[src/mi3_pkg.sv]
`default_nettype none
package mi3_pkg;
  localparam int ELEMENT_BITS = 16;
  localparam int EW = 16;
  localparam int AW = 33;
  localparam int DW = 49;
  localparam int QDEPTH = 2;

  typedef struct packed {
    logic signed [EW-1:0] m0, m1, m2, m3, m4, m5, m6, m7, m8;
  } mat_t;

  typedef enum logic [2:0] {
    ST_IDLE, ST_ADJ, ST_DET, ST_DIV, ST_EMIT
  } back_st_t;
endpackage
`default_nettype wire

[src/matrix_inverse_3x3_unit.sv]
`default_nettype none
// channel | ports                              | handshake
// in      | in_element[15:0]                   | in_push / in_full
// out     | out_row..out_last                  | out_pop / out_empty
// Front loads one element per cycle when not full; a 2-deep matrix
// queue decouples it. Back: take, adjugate, determinant (shared
// multipliers), restoring division per entry (zero quotients if
// singular), then 9 words out.
// Reset (rst_n low, synchronous) empties queue and clears counters.
// Front stalls only when both queue slots hold matrices.
module matrix_inverse_3x3_unit import mi3_pkg::*; (
  input  wire logic                 clk,
  input  wire logic                 rst_n,
  input  wire logic                 in_push,
  output logic                      in_full,
  input  wire logic signed [EW-1:0] in_element,
  output logic                      out_empty,
  input  wire logic                 out_pop,
  output logic [1:0]                out_row,
  output logic [1:0]                out_column,
  output logic signed [AW-1:0]      out_adjugate_entry,
  output logic signed [AW-1:0]      out_quotient,
  output logic signed [DW-1:0]      out_determinant,
  output logic                      out_singular,
  output logic                      out_last
);
  logic mat_valid, mat_take;
  mat_t mat;

  mi3_front u_front (
    .clk, .rst_n, .push(in_push), .full(in_full), .element(in_element),
    .mat_valid, .mat, .mat_take
  );

  mi3_back u_back (
    .clk, .rst_n, .mat_valid, .mat, .mat_take,
    .empty(out_empty), .pop(out_pop), .row(out_row), .column(out_column),
    .adjugate_entry(out_adjugate_entry), .quotient(out_quotient),
    .determinant(out_determinant), .singular(out_singular), .last(out_last)
  );
endmodule
`default_nettype wire

[src/mi3_front.sv]
`default_nettype none
module mi3_front import mi3_pkg::*; (
  input  wire logic                 clk,
  input  wire logic                 rst_n,
  input  wire logic                 push,
  output logic                      full,
  input  wire logic signed [EW-1:0] element,
  output logic                      mat_valid,
  output mat_t                      mat,
  input  wire logic                 mat_take
);
  logic [3:0] load_count_r;
  logic signed [EW-1:0] store_r [9];
  mat_t q_r [QDEPTH];
  logic [QDEPTH-1:0] qv_r;
  logic wr_ptr_r, rd_ptr_r;
  logic acc, done;
  logic signed [EW-1:0] sx;
  mat_t cur;

  assign sx = EW'($signed(element[ELEMENT_BITS-1:0]));
  assign full = qv_r[wr_ptr_r];
  assign acc = push && !full;
  assign done = acc && (load_count_r == 4'd8);
  assign mat_valid = qv_r[rd_ptr_r];
  assign mat = q_r[rd_ptr_r];

  always_comb begin
    cur = '{store_r[0], store_r[1], store_r[2], store_r[3], store_r[4],
            store_r[5], store_r[6], store_r[7], sx};
  end

  always_ff @(posedge clk) begin
    if (acc) store_r[load_count_r] <= sx;
    if (done) q_r[wr_ptr_r] <= cur;
    if (!rst_n) begin
      load_count_r <= '0;
      qv_r <= '0;
      wr_ptr_r <= 1'b0;
      rd_ptr_r <= 1'b0;
    end else begin
      if (acc) load_count_r <= done ? 4'd0 : load_count_r + 4'd1;
      if (done) begin
        qv_r[wr_ptr_r] <= 1'b1;
        wr_ptr_r <= ~wr_ptr_r;
      end
      if (mat_take && mat_valid) begin
        qv_r[rd_ptr_r] <= 1'b0;
        rd_ptr_r <= ~rd_ptr_r;
      end
    end
  end

  a_cnt: assert property (@(posedge clk) disable iff (!rst_n) load_count_r <= 4'd8)
    else $error("load count overflow");
  a_full: assert property (@(posedge clk) disable iff (!rst_n)
    done |=> mat_valid) else $error("queue lost matrix");
  a_ptr: assert property (@(posedge clk) disable iff (!rst_n)
    (qv_r == '0) |-> (wr_ptr_r == rd_ptr_r)) else $error("pointer mismatch");
endmodule
`default_nettype wire

[src/mi3_back.sv]
`default_nettype none
module mi3_back import mi3_pkg::*; (
  input  wire logic           clk,
  input  wire logic           rst_n,
  input  wire logic           mat_valid,
  input  mat_t                mat,
  output logic                mat_take,
  output logic                empty,
  input  wire logic           pop,
  output logic [1:0]          row,
  output logic [1:0]          column,
  output logic signed [AW-1:0] adjugate_entry,
  output logic signed [AW-1:0] quotient,
  output logic signed [DW-1:0] determinant,
  output logic                singular,
  output logic                last
);
  back_st_t st_r, st_nxt;
  logic signed [EW-1:0] m_r [9];
  logic signed [AW-1:0] adj_r [9];
  logic signed [DW-1:0] det_r;
  logic [3:0] idx_r;
  logic [1:0] ph_r;
  logic signed [AW-1:0] p0_r;
  logic signed [DW-1:0] acc_r;
  logic [AW-1:0] qmag_r;
  logic [DW-1:0] rem_r;
  logic [5:0] bit_r;
  logic signed [AW-1:0] qout_r [9];
  logic signed [2*EW-1:0] pa, pb;
  logic signed [DW-1:0] pc;
  logic [3:0] i0, i1, i2, i3, i4;
  logic [1:0] dc;
  logic [DW-1:0] dmag, rsh;
  logic [DW:0] diff;
  logic [AW-1:0] amag;
  logic neg;
  logic signed [AW-1:0] adj_cur;

  // (a + k) mod 3 for a, k in 0..2
  function automatic logic [1:0] nx(input logic [1:0] a, input logic [1:0] k);
    logic [2:0] s;
    s = {1'b0, a} + {1'b0, k};
    return (s >= 3'd3) ? 2'(s - 3'd3) : s[1:0];
  endfunction

  function automatic logic [3:0] ix(input logic [1:0] r, input logic [1:0] c);
    return {1'b0, r, 1'b0} + {2'b00, r} + {2'b00, c};
  endfunction

  assign dc = idx_r[1:0];

  always_comb begin
    i0 = ix(nx(column, 2'd1), nx(row, 2'd1));
    i1 = ix(nx(column, 2'd2), nx(row, 2'd2));
    i2 = ix(nx(column, 2'd2), nx(row, 2'd1));
    i3 = ix(nx(column, 2'd1), nx(row, 2'd2));
    if (st_r == ST_DET) begin
      i0 = ix(2'd1, nx(dc, 2'd1)); i1 = ix(2'd2, nx(dc, 2'd2));
      i2 = ix(2'd1, nx(dc, 2'd1)); i3 = ix(2'd2, dc);
    end
    i4 = (ph_r == 2'd1) ? ix(2'd0, dc) : ix(2'd0, nx(dc, 2'd2));
  end

  assign pa = m_r[i0] * m_r[i1];
  assign pb = m_r[i2] * m_r[i3];
  assign pc = DW'(p0_r) * DW'(m_r[i4]);

  assign adj_cur = adj_r[idx_r];
  assign neg = adj_cur[AW-1] ^ det_r[DW-1];
  assign amag = adj_cur[AW-1] ? AW'(-adj_cur) : adj_cur;
  assign dmag = det_r[DW-1] ? DW'(-det_r) : det_r;
  assign rsh = {rem_r[DW-2:0], amag[bit_r[5:0]]};
  assign diff = {1'b0, rsh} - {1'b0, dmag};

  always_comb begin
    st_nxt = st_r;
    unique case (st_r)
      ST_IDLE: if (mat_valid) st_nxt = ST_ADJ;
      ST_ADJ:  if (idx_r == 4'd8) st_nxt = ST_DET;
      ST_DET:  if (idx_r == 4'd2 && ph_r == 2'd2) st_nxt = ST_DIV;
      ST_DIV:  if (idx_r == 4'd8 && (bit_r == 6'd0 || det_r == '0)) st_nxt = ST_EMIT;
      ST_EMIT: if (pop && idx_r == 4'd8) st_nxt = ST_IDLE;
      default: st_nxt = ST_IDLE;
    endcase
  end

  always_comb begin
    mat_take = (st_r == ST_IDLE) && mat_valid;
    empty = (st_r != ST_EMIT);
  end

  always_ff @(posedge clk) begin
    if (!rst_n) begin
      st_r <= ST_IDLE;
      idx_r <= '0;
      ph_r <= '0;
    end else begin
      st_r <= st_nxt;
      unique case (st_r)
        ST_IDLE: begin
          idx_r <= '0;
          m_r <= '{mat.m0, mat.m1, mat.m2, mat.m3, mat.m4, mat.m5, mat.m6, mat.m7, mat.m8};
          acc_r <= '0; ph_r <= '0;
        end
        ST_ADJ: begin
          adj_r[idx_r] <= AW'(pa) - AW'(pb);
          idx_r <= (idx_r == 4'd8) ? 4'd0 : idx_r + 4'd1;
        end
        ST_DET: begin
          if (ph_r == 2'd0) begin
            p0_r <= AW'(pa); ph_r <= 2'd1;
          end else if (ph_r == 2'd1) begin
            acc_r <= acc_r + pc; p0_r <= AW'(pb); ph_r <= 2'd2;
          end else begin
            ph_r <= 2'd0;
            if (idx_r == 4'd2) begin
              det_r <= acc_r - pc; idx_r <= 4'd0;
              bit_r <= 6'(AW - 1); rem_r <= '0; qmag_r <= '0;
            end else begin
              acc_r <= acc_r - pc; idx_r <= idx_r + 4'd1;
            end
          end
        end
        ST_DIV: begin
          if (bit_r == 6'd0 || det_r == '0) begin
            if (det_r == '0) qout_r[idx_r] <= '0;
            else begin
              qout_r[idx_r] <= neg ? AW'(-{qmag_r[AW-2:0], ~diff[DW]})
                                   : AW'({qmag_r[AW-2:0], ~diff[DW]});
            end
            idx_r <= (idx_r == 4'd8) ? 4'd0 : idx_r + 4'd1;
            bit_r <= 6'(AW - 1); rem_r <= '0; qmag_r <= '0;
          end else begin
            rem_r <= diff[DW] ? rsh : diff[DW-1:0];
            qmag_r <= {qmag_r[AW-2:0], ~diff[DW]};
            bit_r <= bit_r - 6'd1;
          end
        end
        ST_EMIT: if (pop) idx_r <= (idx_r == 4'd8) ? 4'd0 : idx_r + 4'd1;
        default: ;
      endcase
    end
  end

  assign row = (idx_r >= 4'd6) ? 2'd2 : (idx_r >= 4'd3) ? 2'd1 : 2'd0;
  assign column = 2'(idx_r - 4'(row) * 4'd3);
  assign adjugate_entry = adj_r[idx_r];
  assign quotient = qout_r[idx_r];
  assign determinant = det_r;
  assign singular = (det_r == '0);
  assign last = (idx_r == 4'd8);

  a_idx: assert property (@(posedge clk) disable iff (!rst_n) idx_r <= 4'd8)
    else $error("index out of range");
  a_take: assert property (@(posedge clk) disable iff (!rst_n)
    mat_take |=> st_r == ST_ADJ) else $error("take without start");
  a_last: assert property (@(posedge clk) disable iff (!rst_n)
    (!empty && pop && last) |=> empty) else $error("emit past last");
endmodule
`default_nettype wire

[config.mk]
export PLATFORM = sky130hd
export DESIGN_NAME = matrix_inverse_3x3_unit
export DESIGN_NICKNAME = d
export VERILOG_FILES = /design/src/mi3_pkg.sv /design/src/matrix_inverse_3x3_unit.sv /design/src/mi3_front.sv /design/src/mi3_back.sv
export SDC_FILE = /design/constraint.sdc
export NUM_CORES = 2
export LEC_CHECK = 0
export BUFFER_PORTS_ARGS = -buffer_cell sky130_fd_sc_hd__buf_2
export CAP_MARGIN = 20
export CELL_PAD_IN_SITES_DETAIL_PLACEMENT = 0
export CELL_PAD_IN_SITES_GLOBAL_PLACEMENT = 1
export CORE_MARGIN = 1.5
export CORE_UTILIZATION = 40
export CTS_BUF_LIST = sky130_fd_sc_hd__clkbuf_4 sky130_fd_sc_hd__clkbuf_8
export CTS_CLUSTER_SIZE = 24
export DETAILED_ROUTE_END_ITERATION = 6
export GPL_TIMING_DRIVEN = 0
export PLACE_DENSITY = 0.65
export SLEW_MARGIN = 20
export SYNTH_ARGS = -nofsm -noshare
export SYNTH_HDL_FRONTEND = slang
export SYNTH_HIERARCHICAL = 1
export SYNTH_SLANG_ARGS = --single-unit
[constraint.sdc]
create_clock -name clk -period 26.1 [get_ports clk]
set_clock_uncertainty 0.2 [all_clocks]
set_input_delay 0 -clock clk [delete_from_list [all_inputs] [get_ports clk]]
set_output_delay 0 -clock clk [all_outputs]
set_load 0.05 [all_outputs]
* Yosys cells after proc, flatten, opt, wreduce, memory -nomap -nowiden
Memory sizes are Yosys's and may differ from the RTL's. A register that Yosys moved wholly into a read port is not among the register bits.
Index checks and enable logic that the tools add are counted.
** Storage, ports and cells
- Bits in registers :: 234
- Memory bits (writable) :: 1026
- Bits of input ports :: 20
- Word-level logic and storage cells :: 238
- Memories :: 4
** Memories
- u_back.adj_r :: depth 9, bits a word 33, read ports 1, clocked after memory_dff 1, wr ports 1, RTL line mi3_back.sv:20 : logic signed [AW-1:0] adj_r [9];
- u_back.qout_r :: depth 9, bits a word 33, read ports 1, clocked after memory_dff 1, wr ports 1, RTL line mi3_back.sv:29 : logic signed [AW-1:0] qout_r [9];
- u_front.q_r :: depth 2, bits a word 144, read ports 1, clocked after memory_dff 1, wr ports 1, RTL line mi3_front.sv:14 : mat_t q_r [QDEPTH];
- u_front.store_r :: depth 9, bits a word 16, read ports 8, clocked after memory_dff 0, wr ports 1, RTL line mi3_front.sv:13 : logic signed [EW-1:0] store_r [9];
** Cells by class
- Add/subtract/negate cells :: 32
- Multipliers :: 4
- $lt $le $gt $ge :: 18
- Equality and inequality tests :: 21
- Mux-type cells :: 105
- Bitwise operators :: 15
- Reduce and logical (&&, ||, !) cells :: 26
** Operator list (number)
- binary-select mux 16 bit (select 4 bit) :: 5
- 2-to-1 mux 48 bit :: 5
- 2-to-1 mux 49 bit :: 4
- 2-to-1 mux 33 bit :: 5
- 2-to-1 mux 16 bit :: 10
- 2-to-1 mux 32 bit :: 4
- one-hot mux 49 bit (2 select lines) :: 1
- one-hot mux 48 bit (2 select lines) :: 1
- negator 33 bit :: 2
- multiplier 16 x 16 -> 32 bit :: 2
- one-hot mux 32 bit (2 select lines) :: 1
- 2-to-1 mux 4 bit :: 15
- subtractor 49 x 49 -> 50 bit :: 1
- adder 49 bit :: 1
- logical NOT 49 bit :: 1
- multiplier 33 x 16 -> 49 bit :: 1
- negator 49 bit :: 1
- subtractor 49 bit :: 1
- subtractor 32 x 32 -> 33 bit :: 1
- 2-to-1 mux 2 bit :: 13
- >= comparator 5 bit (second input constant) :: 5
- 2-to-1 mux 1 bit :: 25
- NOT 4 -> 5 bit :: 5
- 2-to-1 mux 6 bit :: 4
- 52 further kinds :: 107

* Longest topological paths before layout
- Word-level depth :: 18
- Depth in mapped cells :: 62
- Gate-level depth less buffers :: 58

* Cells and area by module
The synthesis kept the hierarchy.
** Modules (own cells, without submodules)
- mi3_back :: instances 1, cells each 8412, area each 90893.4 µm²
- mi3_front :: instances 1, cells each 641, area each 14838.0 µm²

* Least setup slack after synthesis
No wires, ideal clock.
- Path type :: reg-to-reg
- Start point :: register u_back.idx_r[0]
- End point :: memory u_back.adj_r[0][31] (data pin)
- Library setup time :: 0.275 ns
- Arrival :: 15.224 ns
- Required time :: 25.625 ns
- Setup slack :: 10.401 ns
- Stages on the path, launching flop included :: 57
- Buffers on the path :: 5
- Period minus slack after synthesis :: 15.699 ns
- Cell sequence :: dfxtp_1 -> inv_1 -> ha_1 -> clkbuf_1 -> o21ai_0 -> nand2b_1 -> clkbuf_1 -> nor2_1 -> ha_1 -> ha_1 -> nor2_1 -> xnor2_1 -> xor2_1 -> ha_1 -> ha_1 -> inv_1 -> fa_1 -> a21oi_1 -> (+21 left out) -> a21oi_1 -> o21ai_0 -> a21o_1 -> a21oi_1 -> xor2_1 -> ha_1 -> and4_1 -> and4_1 -> and2_1 -> and4_1 -> a221o_1 -> a221o_1 -> a2111oi_0 -> nor3_1 -> maj3_1 -> o21a_1 -> a32o_1 -> nor3_1
** On the way
- Cells in the longest elaborated chain, start to end :: 17
- Elaborated cells on any way between the ends :: 62
- Classes of those cells :: add/sub (23); mul (3); order compare (8); mux (24); bitwise (4)
** RTL lines
- from (decl) :: RTL line mi3_back.sv:22 : logic [3:0] idx_r;
- from (signal assigned) :: RTL line mi3_back.sv:108 : idx_r <= (idx_r == 4'd8) ? 4'd0 : idx_r + 4'd1;
- from (signal assigned) :: RTL line mi3_back.sv:121 : acc_r <= acc_r - pc; idx_r <= idx_r + 4'd1;
- from (signal assigned) :: RTL line mi3_back.sv:132 : idx_r <= (idx_r == 4'd8) ? 4'd0 : idx_r + 4'd1;
- >= comparator 4 x 2 -> 1 bit :: RTL line mi3_back.sv:146 : assign row = (idx_r >= 4'd6) ? 2'd2 : (idx_r >= 4'd3) ? 2'd1 : 2'd0;
- 2-to-1 mux 1 bit :: RTL line mi3_back.sv:146
- 2-to-1 mux 2 bit (*) :: RTL line mi3_back.sv:146
- net out_row[0] :: RTL line matrix_inverse_3x3_unit.sv:19 : output logic [1:0] out_row,
- multiplier 2 x 1 -> 2 bit (*) :: RTL line mi3_back.sv:147 : assign column = 2'(idx_r - 4'(row) * 4'd3);
- subtractor 2 bit (*) :: RTL line mi3_back.sv:147
- net out_column[1] :: RTL line matrix_inverse_3x3_unit.sv:20 : output logic [1:0] out_column,
- adder 2 x 1 -> 3 bit / adder 2 x 2 -> 3 bit (equally long branches) :: RTL line mi3_back.sv:43 : s = {1'b0, a} + {1'b0, k};
- (+2 left out)
- adder 3 x 2 -> 4 bit :: RTL line mi3_back.sv:48 : return {1'b0, r, 1'b0} + {2'b00, r} + {2'b00, c};
- adder 4 x 2 -> 4 bit :: RTL line mi3_back.sv:48
- 2-to-1 mux 4 bit :: RTL line mi3_back.sv:58 : if (st_r == ST_DET) begin
- NOT 4 -> 5 bit (on tied branches) :: RTL line mi3_back.sv:65, mi3_back.sv:66
- binary-select mux 16 bit (select 4 bit) (on tied branches) :: RTL line mi3_back.sv:65, mi3_back.sv:66
- 2-to-1 mux 16 bit (on tied branches) (2 in a row) :: RTL line mi3_back.sv:65, mi3_back.sv:66
- multiplier 16 x 16 -> 32 bit (on tied branches) :: RTL line mi3_back.sv:65, mi3_back.sv:66
- subtractor 32 x 32 -> 33 bit (*) :: RTL line mi3_back.sv:107 : adj_r[idx_r] <= AW'(pa) - AW'(pb);
- to (decl) :: RTL line mi3_back.sv:20
The timed path passes the listed nets; every way through them passes the cells marked *. The select of a mux whose other input is x is not followed.

* Worst setup path in the final report
- Start point :: register u_back.idx_r[0]
- End point :: memory u_back.adj_r[8][31] (data pin)
** On the way
- Cells in the longest elaborated chain, start to end :: 17
- Elaborated cells on any way between the ends :: 62
- Classes of those cells :: add/sub (23); mul (3); order compare (8); mux (24); bitwise (4)
** RTL lines
- >= comparator 4 x 2 -> 1 bit :: RTL line mi3_back.sv:146
- 2-to-1 mux 1 bit :: RTL line mi3_back.sv:146
- 2-to-1 mux 2 bit :: RTL line mi3_back.sv:146
- multiplier 2 x 1 -> 2 bit :: RTL line mi3_back.sv:147
- subtractor 2 bit :: RTL line mi3_back.sv:147
- adder 2 x 1 -> 3 bit / adder 2 x 2 -> 3 bit (equally long branches) :: RTL line mi3_back.sv:43
- >= comparator 3 x 2 -> 1 bit / subtractor 2 bit (equally long branches) :: RTL line mi3_back.sv:44 : return (s >= 3'd3) ? 2'(s - 3'd3) : s[1:0];
- 2-to-1 mux 2 bit :: RTL line mi3_back.sv:44
- adder 3 x 2 -> 4 bit :: RTL line mi3_back.sv:48
- adder 4 x 2 -> 4 bit :: RTL line mi3_back.sv:48
- 2-to-1 mux 4 bit :: RTL line mi3_back.sv:58
- NOT 4 -> 5 bit (on tied branches) :: RTL line mi3_back.sv:65, mi3_back.sv:66
- binary-select mux 16 bit (select 4 bit) (on tied branches) :: RTL line mi3_back.sv:65, mi3_back.sv:66
- 2-to-1 mux 16 bit (on tied branches) (2 in a row) :: RTL line mi3_back.sv:65, mi3_back.sv:66
- multiplier 16 x 16 -> 32 bit (on tied branches) :: RTL line mi3_back.sv:65, mi3_back.sv:66
- subtractor 32 x 32 -> 33 bit (*) :: RTL line mi3_back.sv:107
Every way passes the cells marked *; elsewhere a longest branch is shown, timed or not. The select of a mux whose other input is x is not followed.

==> flow_summary.yaml <==
status:
  status: "complete, no violations"
job:
  cap_violations: 0
worst_setup_path:
  required_ns: 26.66
  end_kind: "flip-flop"
  reg2reg_slack_ns: 6.82
  start_kind: "flip-flop"
  crit_top_cell: "ha_1"
  critPathArrivalTime_ns: 19.84
  rr_endpoint: "u_back/adj_r[8][31]"
  cpPeakStageDelay_ns: 0.84
  r2r_cells: 56
  criticalPathCategory: "reg -> reg"
  r2r_start: "u_back/idx_r[0]"
  slowest_stage: "clkbuf_1"
  crit_fanout: 10
routing:
  wl_met2_um: 155300
  wl_met1_um: 141000
  wirelength_um: 328800
  maxUsedRoutingLayer: "met5"
  detail-route-antenna-nets: 0
  drt_iter0_drc: 5415
  vias: 71324
  dr_wl_met3_um: 19890
  wl_per_cell_um: 24.79
  vias_per_cell: 5.376
  drc: 0
  drt-pass1-iter-count: 6
clock_tree:
  cts_tree: "done"
  numCtsBuffers: 234
  clk_pin_slew_ns: 0.06
  cts_sinks: 1392
  cts_resized: 0
  clock_latency_ns: 1.01
  h-tree-depth: 4
  root_buffer: "clkbuf_8"
  clockBufferDepth: 4
min_path:
  whs_path_depth: 6
  min_to: "u_back/st_r[1]"
  min_path_type: "in -> reg"
  hold_start: "out_pop"
sta:
  finalSetupViolations: 0
  slew_violations: 0
  fin_setup_tns_ns: 0
  fmaxAchievable_ghz: 0.05187
  fin_crit_ns: 19.28
  rsz0062_at_grt: "false"
  finalHoldViolCount: 0
  whs_ns: 0.1332
  min_period_over_period: 0.7386
  worstMarginPinSlew_ns: 1.387
  slew_headroom: 0.06679
yosys:
  synth_area_per_cell_um2: 11.68
  synth_ff_type: "edfxtp_1"
  ys_seq_area_frac: 0.3933
  synth_edf_count: 1370
  syn_inst: 9053
  synthArstFlopShare: 0
  synth.distinct_cells: 105
  syn_nets: 10572
  syn_area_mm2: 0.1057
  ys_warn_count: 6
  synth-seq-cells: 1392
finish:
  layout_common_cells: "edfxtp_1, inv_1, fa_1"
  fin_nets: 11080
  area_growth_pct: 10.95
  instances_no_fill: 13266
  final_common_cell: "edfxtp_1"
  seq_area_mm2: 0.04158
  drive_above_1_share: 0.1247
  fill_cells: 24587
  multi_input_area_mm2: 0.05795
grt:
  antenna_found_initial: 11
  grt_pass1_vias: 73596
  grt_first_pass_wirelength_um: 485100
  overflow: 0
  grt_usage: 0.2448
  grt_max_degree: 50
placed_design:
  hpwl_um: 257400
  place.port_buffers: 142
  globalplace.congestion: 0.9368
  placed_cells: 12799
floorplan:
  coreArea_mm2: 0.2625
  std_cell_rows: 188
  io_pins: 143
  fp.dieW_um: 517.1
  die_area_mm2: 0.2674
  start_util: 0.4028
  fp.dieH_um: 517.1
## layer usage
metal	vias to the layer above	GRT usage
li1	31892	-
met1	36619	0.3277
met3	479	0.03727
met5	-	0
met4	8	0.09008
met2	2326	0.4022
## registers in the layout, indices dropped and copies added, names as in the netlist, 6 cells and up, named ones only
register	count
u_back/determinant	49
u_back/bit_r	6
u_back/rem_r	48
u_back/acc_r	49
u_back/p0_r	32
u_back/adj_r	297
u_back/qout_r	297
u_back/qmag_r	32
u_back/m_r	144
u_front/q_r	288
u_front/store_r	128
## stage by stage
stage / util / worst slack [ns] / instance area (µm²)
after global placement: 0.4222 / 6.065 / 110800
after floorplan: - / 10.40 / 105700
final: 0.4469 / 6.823 / 117300
after global routing: 0.4469 / 5.745 / 117300
after detailed placement: 0.4271 / 6.573 / 112100
after CTS: 0.4467 / 6.531 / 117300
## cell families (layout without fill, tap and decap cells)
logic type,after synthesis,count (layout),synth area share
compound gates,1215,1215,0.07327
xor+xnor,378,378,0.03144
fa+ha+maj,1503,1503,0.2504
buf+inv,1676,2370,0.06105
flops,1392,1392,0.3933
mux,562,562,0.08659
other cells,0,4,0
simple gates,2327,2327,0.1040
## layout make-up
| class | count | share of cell area |
|---|---|---|
| antenna | 4 | 0.00008532 |
| buffer | 393 | 0.01410 |
| clock buffer | 290 | 0.03120 |
| clock inverter | 132 | 0.009396 |
| inverter | 1283 | 0.04105 |
| multi-input combinational | 5985 | 0.4940 |
| sequential | 1392 | 0.3544 |
| tap | 3515 | 0.03749 |
| timing repair buffer | 272 | 0.01826 |
## Yosys cell counts (29+ instances only)
master,number,share of area
mux2i_1,130,0.012
nor4_1,34,0.0020
o21ai_0,268,0.013
a31oi_1,30,0.0018
and3_1,40,0.0024
a21oi_1,362,0.017
o21bai_1,60,0.0043
nand2_1,933,0.033
o21a_1,41,0.0029
o21ai_1,30,0.0014
o31ai_1,35,0.0025
nand2b_1,84,0.0050
nor2b_1,66,0.0039
and2_1,358,0.021
a21o_1,118,0.0084
fa_1,1023,0.19
xor2_1,140,0.012
o211ai_1,29,0.0021
clkbuf_1,314,0.011
mux4_2,262,0.056
nand3_1,80,0.0038
nor3_1,86,0.0041
nor2_1,500,0.018
inv_1,1277,0.045
xnor2_1,237,0.020
buf_1,30,0.0011
buf_2,36,0.0017
mux2_2,163,0.017
a211oi_1,65,0.0046
edfxtp_1,1370,0.39
ha_1,476,0.056
## critical path, delay by kind of cell, from the launching register on
family / cells / cell delay (ns)
mux: 2 / 0.45
flops: 1 / 0.75
buf+inv: 10 / 3.45
fa+ha+maj: 15 / 5.72
xor+xnor: 3 / 1.02
simple gates: 11 / 2.38
compound gates: 15 / 4.99
## how the worst max path moves through the flow
| stage | startpoint | end | slack [ns] | depth (start not counted) |
|---|---|---|---|---|
| after floorplan | u_back/idx_r[0] | u_back/adj_r[0][31] | 10.40 | 56 |
| after global placement | u_back/idx_r[0] | u_back/adj_r[8][31] | 6.07 | 57 |
| after detailed placement | u_back/idx_r[0] | u_back/adj_r[8][31] | 6.57 | 56 |
| after CTS | u_back/idx_r[0] | u_back/adj_r[4][31] | 6.53 | 56 |
| after global routing | u_back/idx_r[0] | u_back/adj_r[4][31] | 5.75 | 56 |
| final | u_back/idx_r[0] | u_back/adj_r[8][31] | 6.82 | 56 |
## what timing repair did
item / in CTS / in global routing
setup buffers: 0 / 0
hold endpoints to repair: 674 / 0
hold buffers: 39 / 0
Power is not shown: default switching activity piles up to over one toggle a cycle in this logic, so the estimate is an artifact.
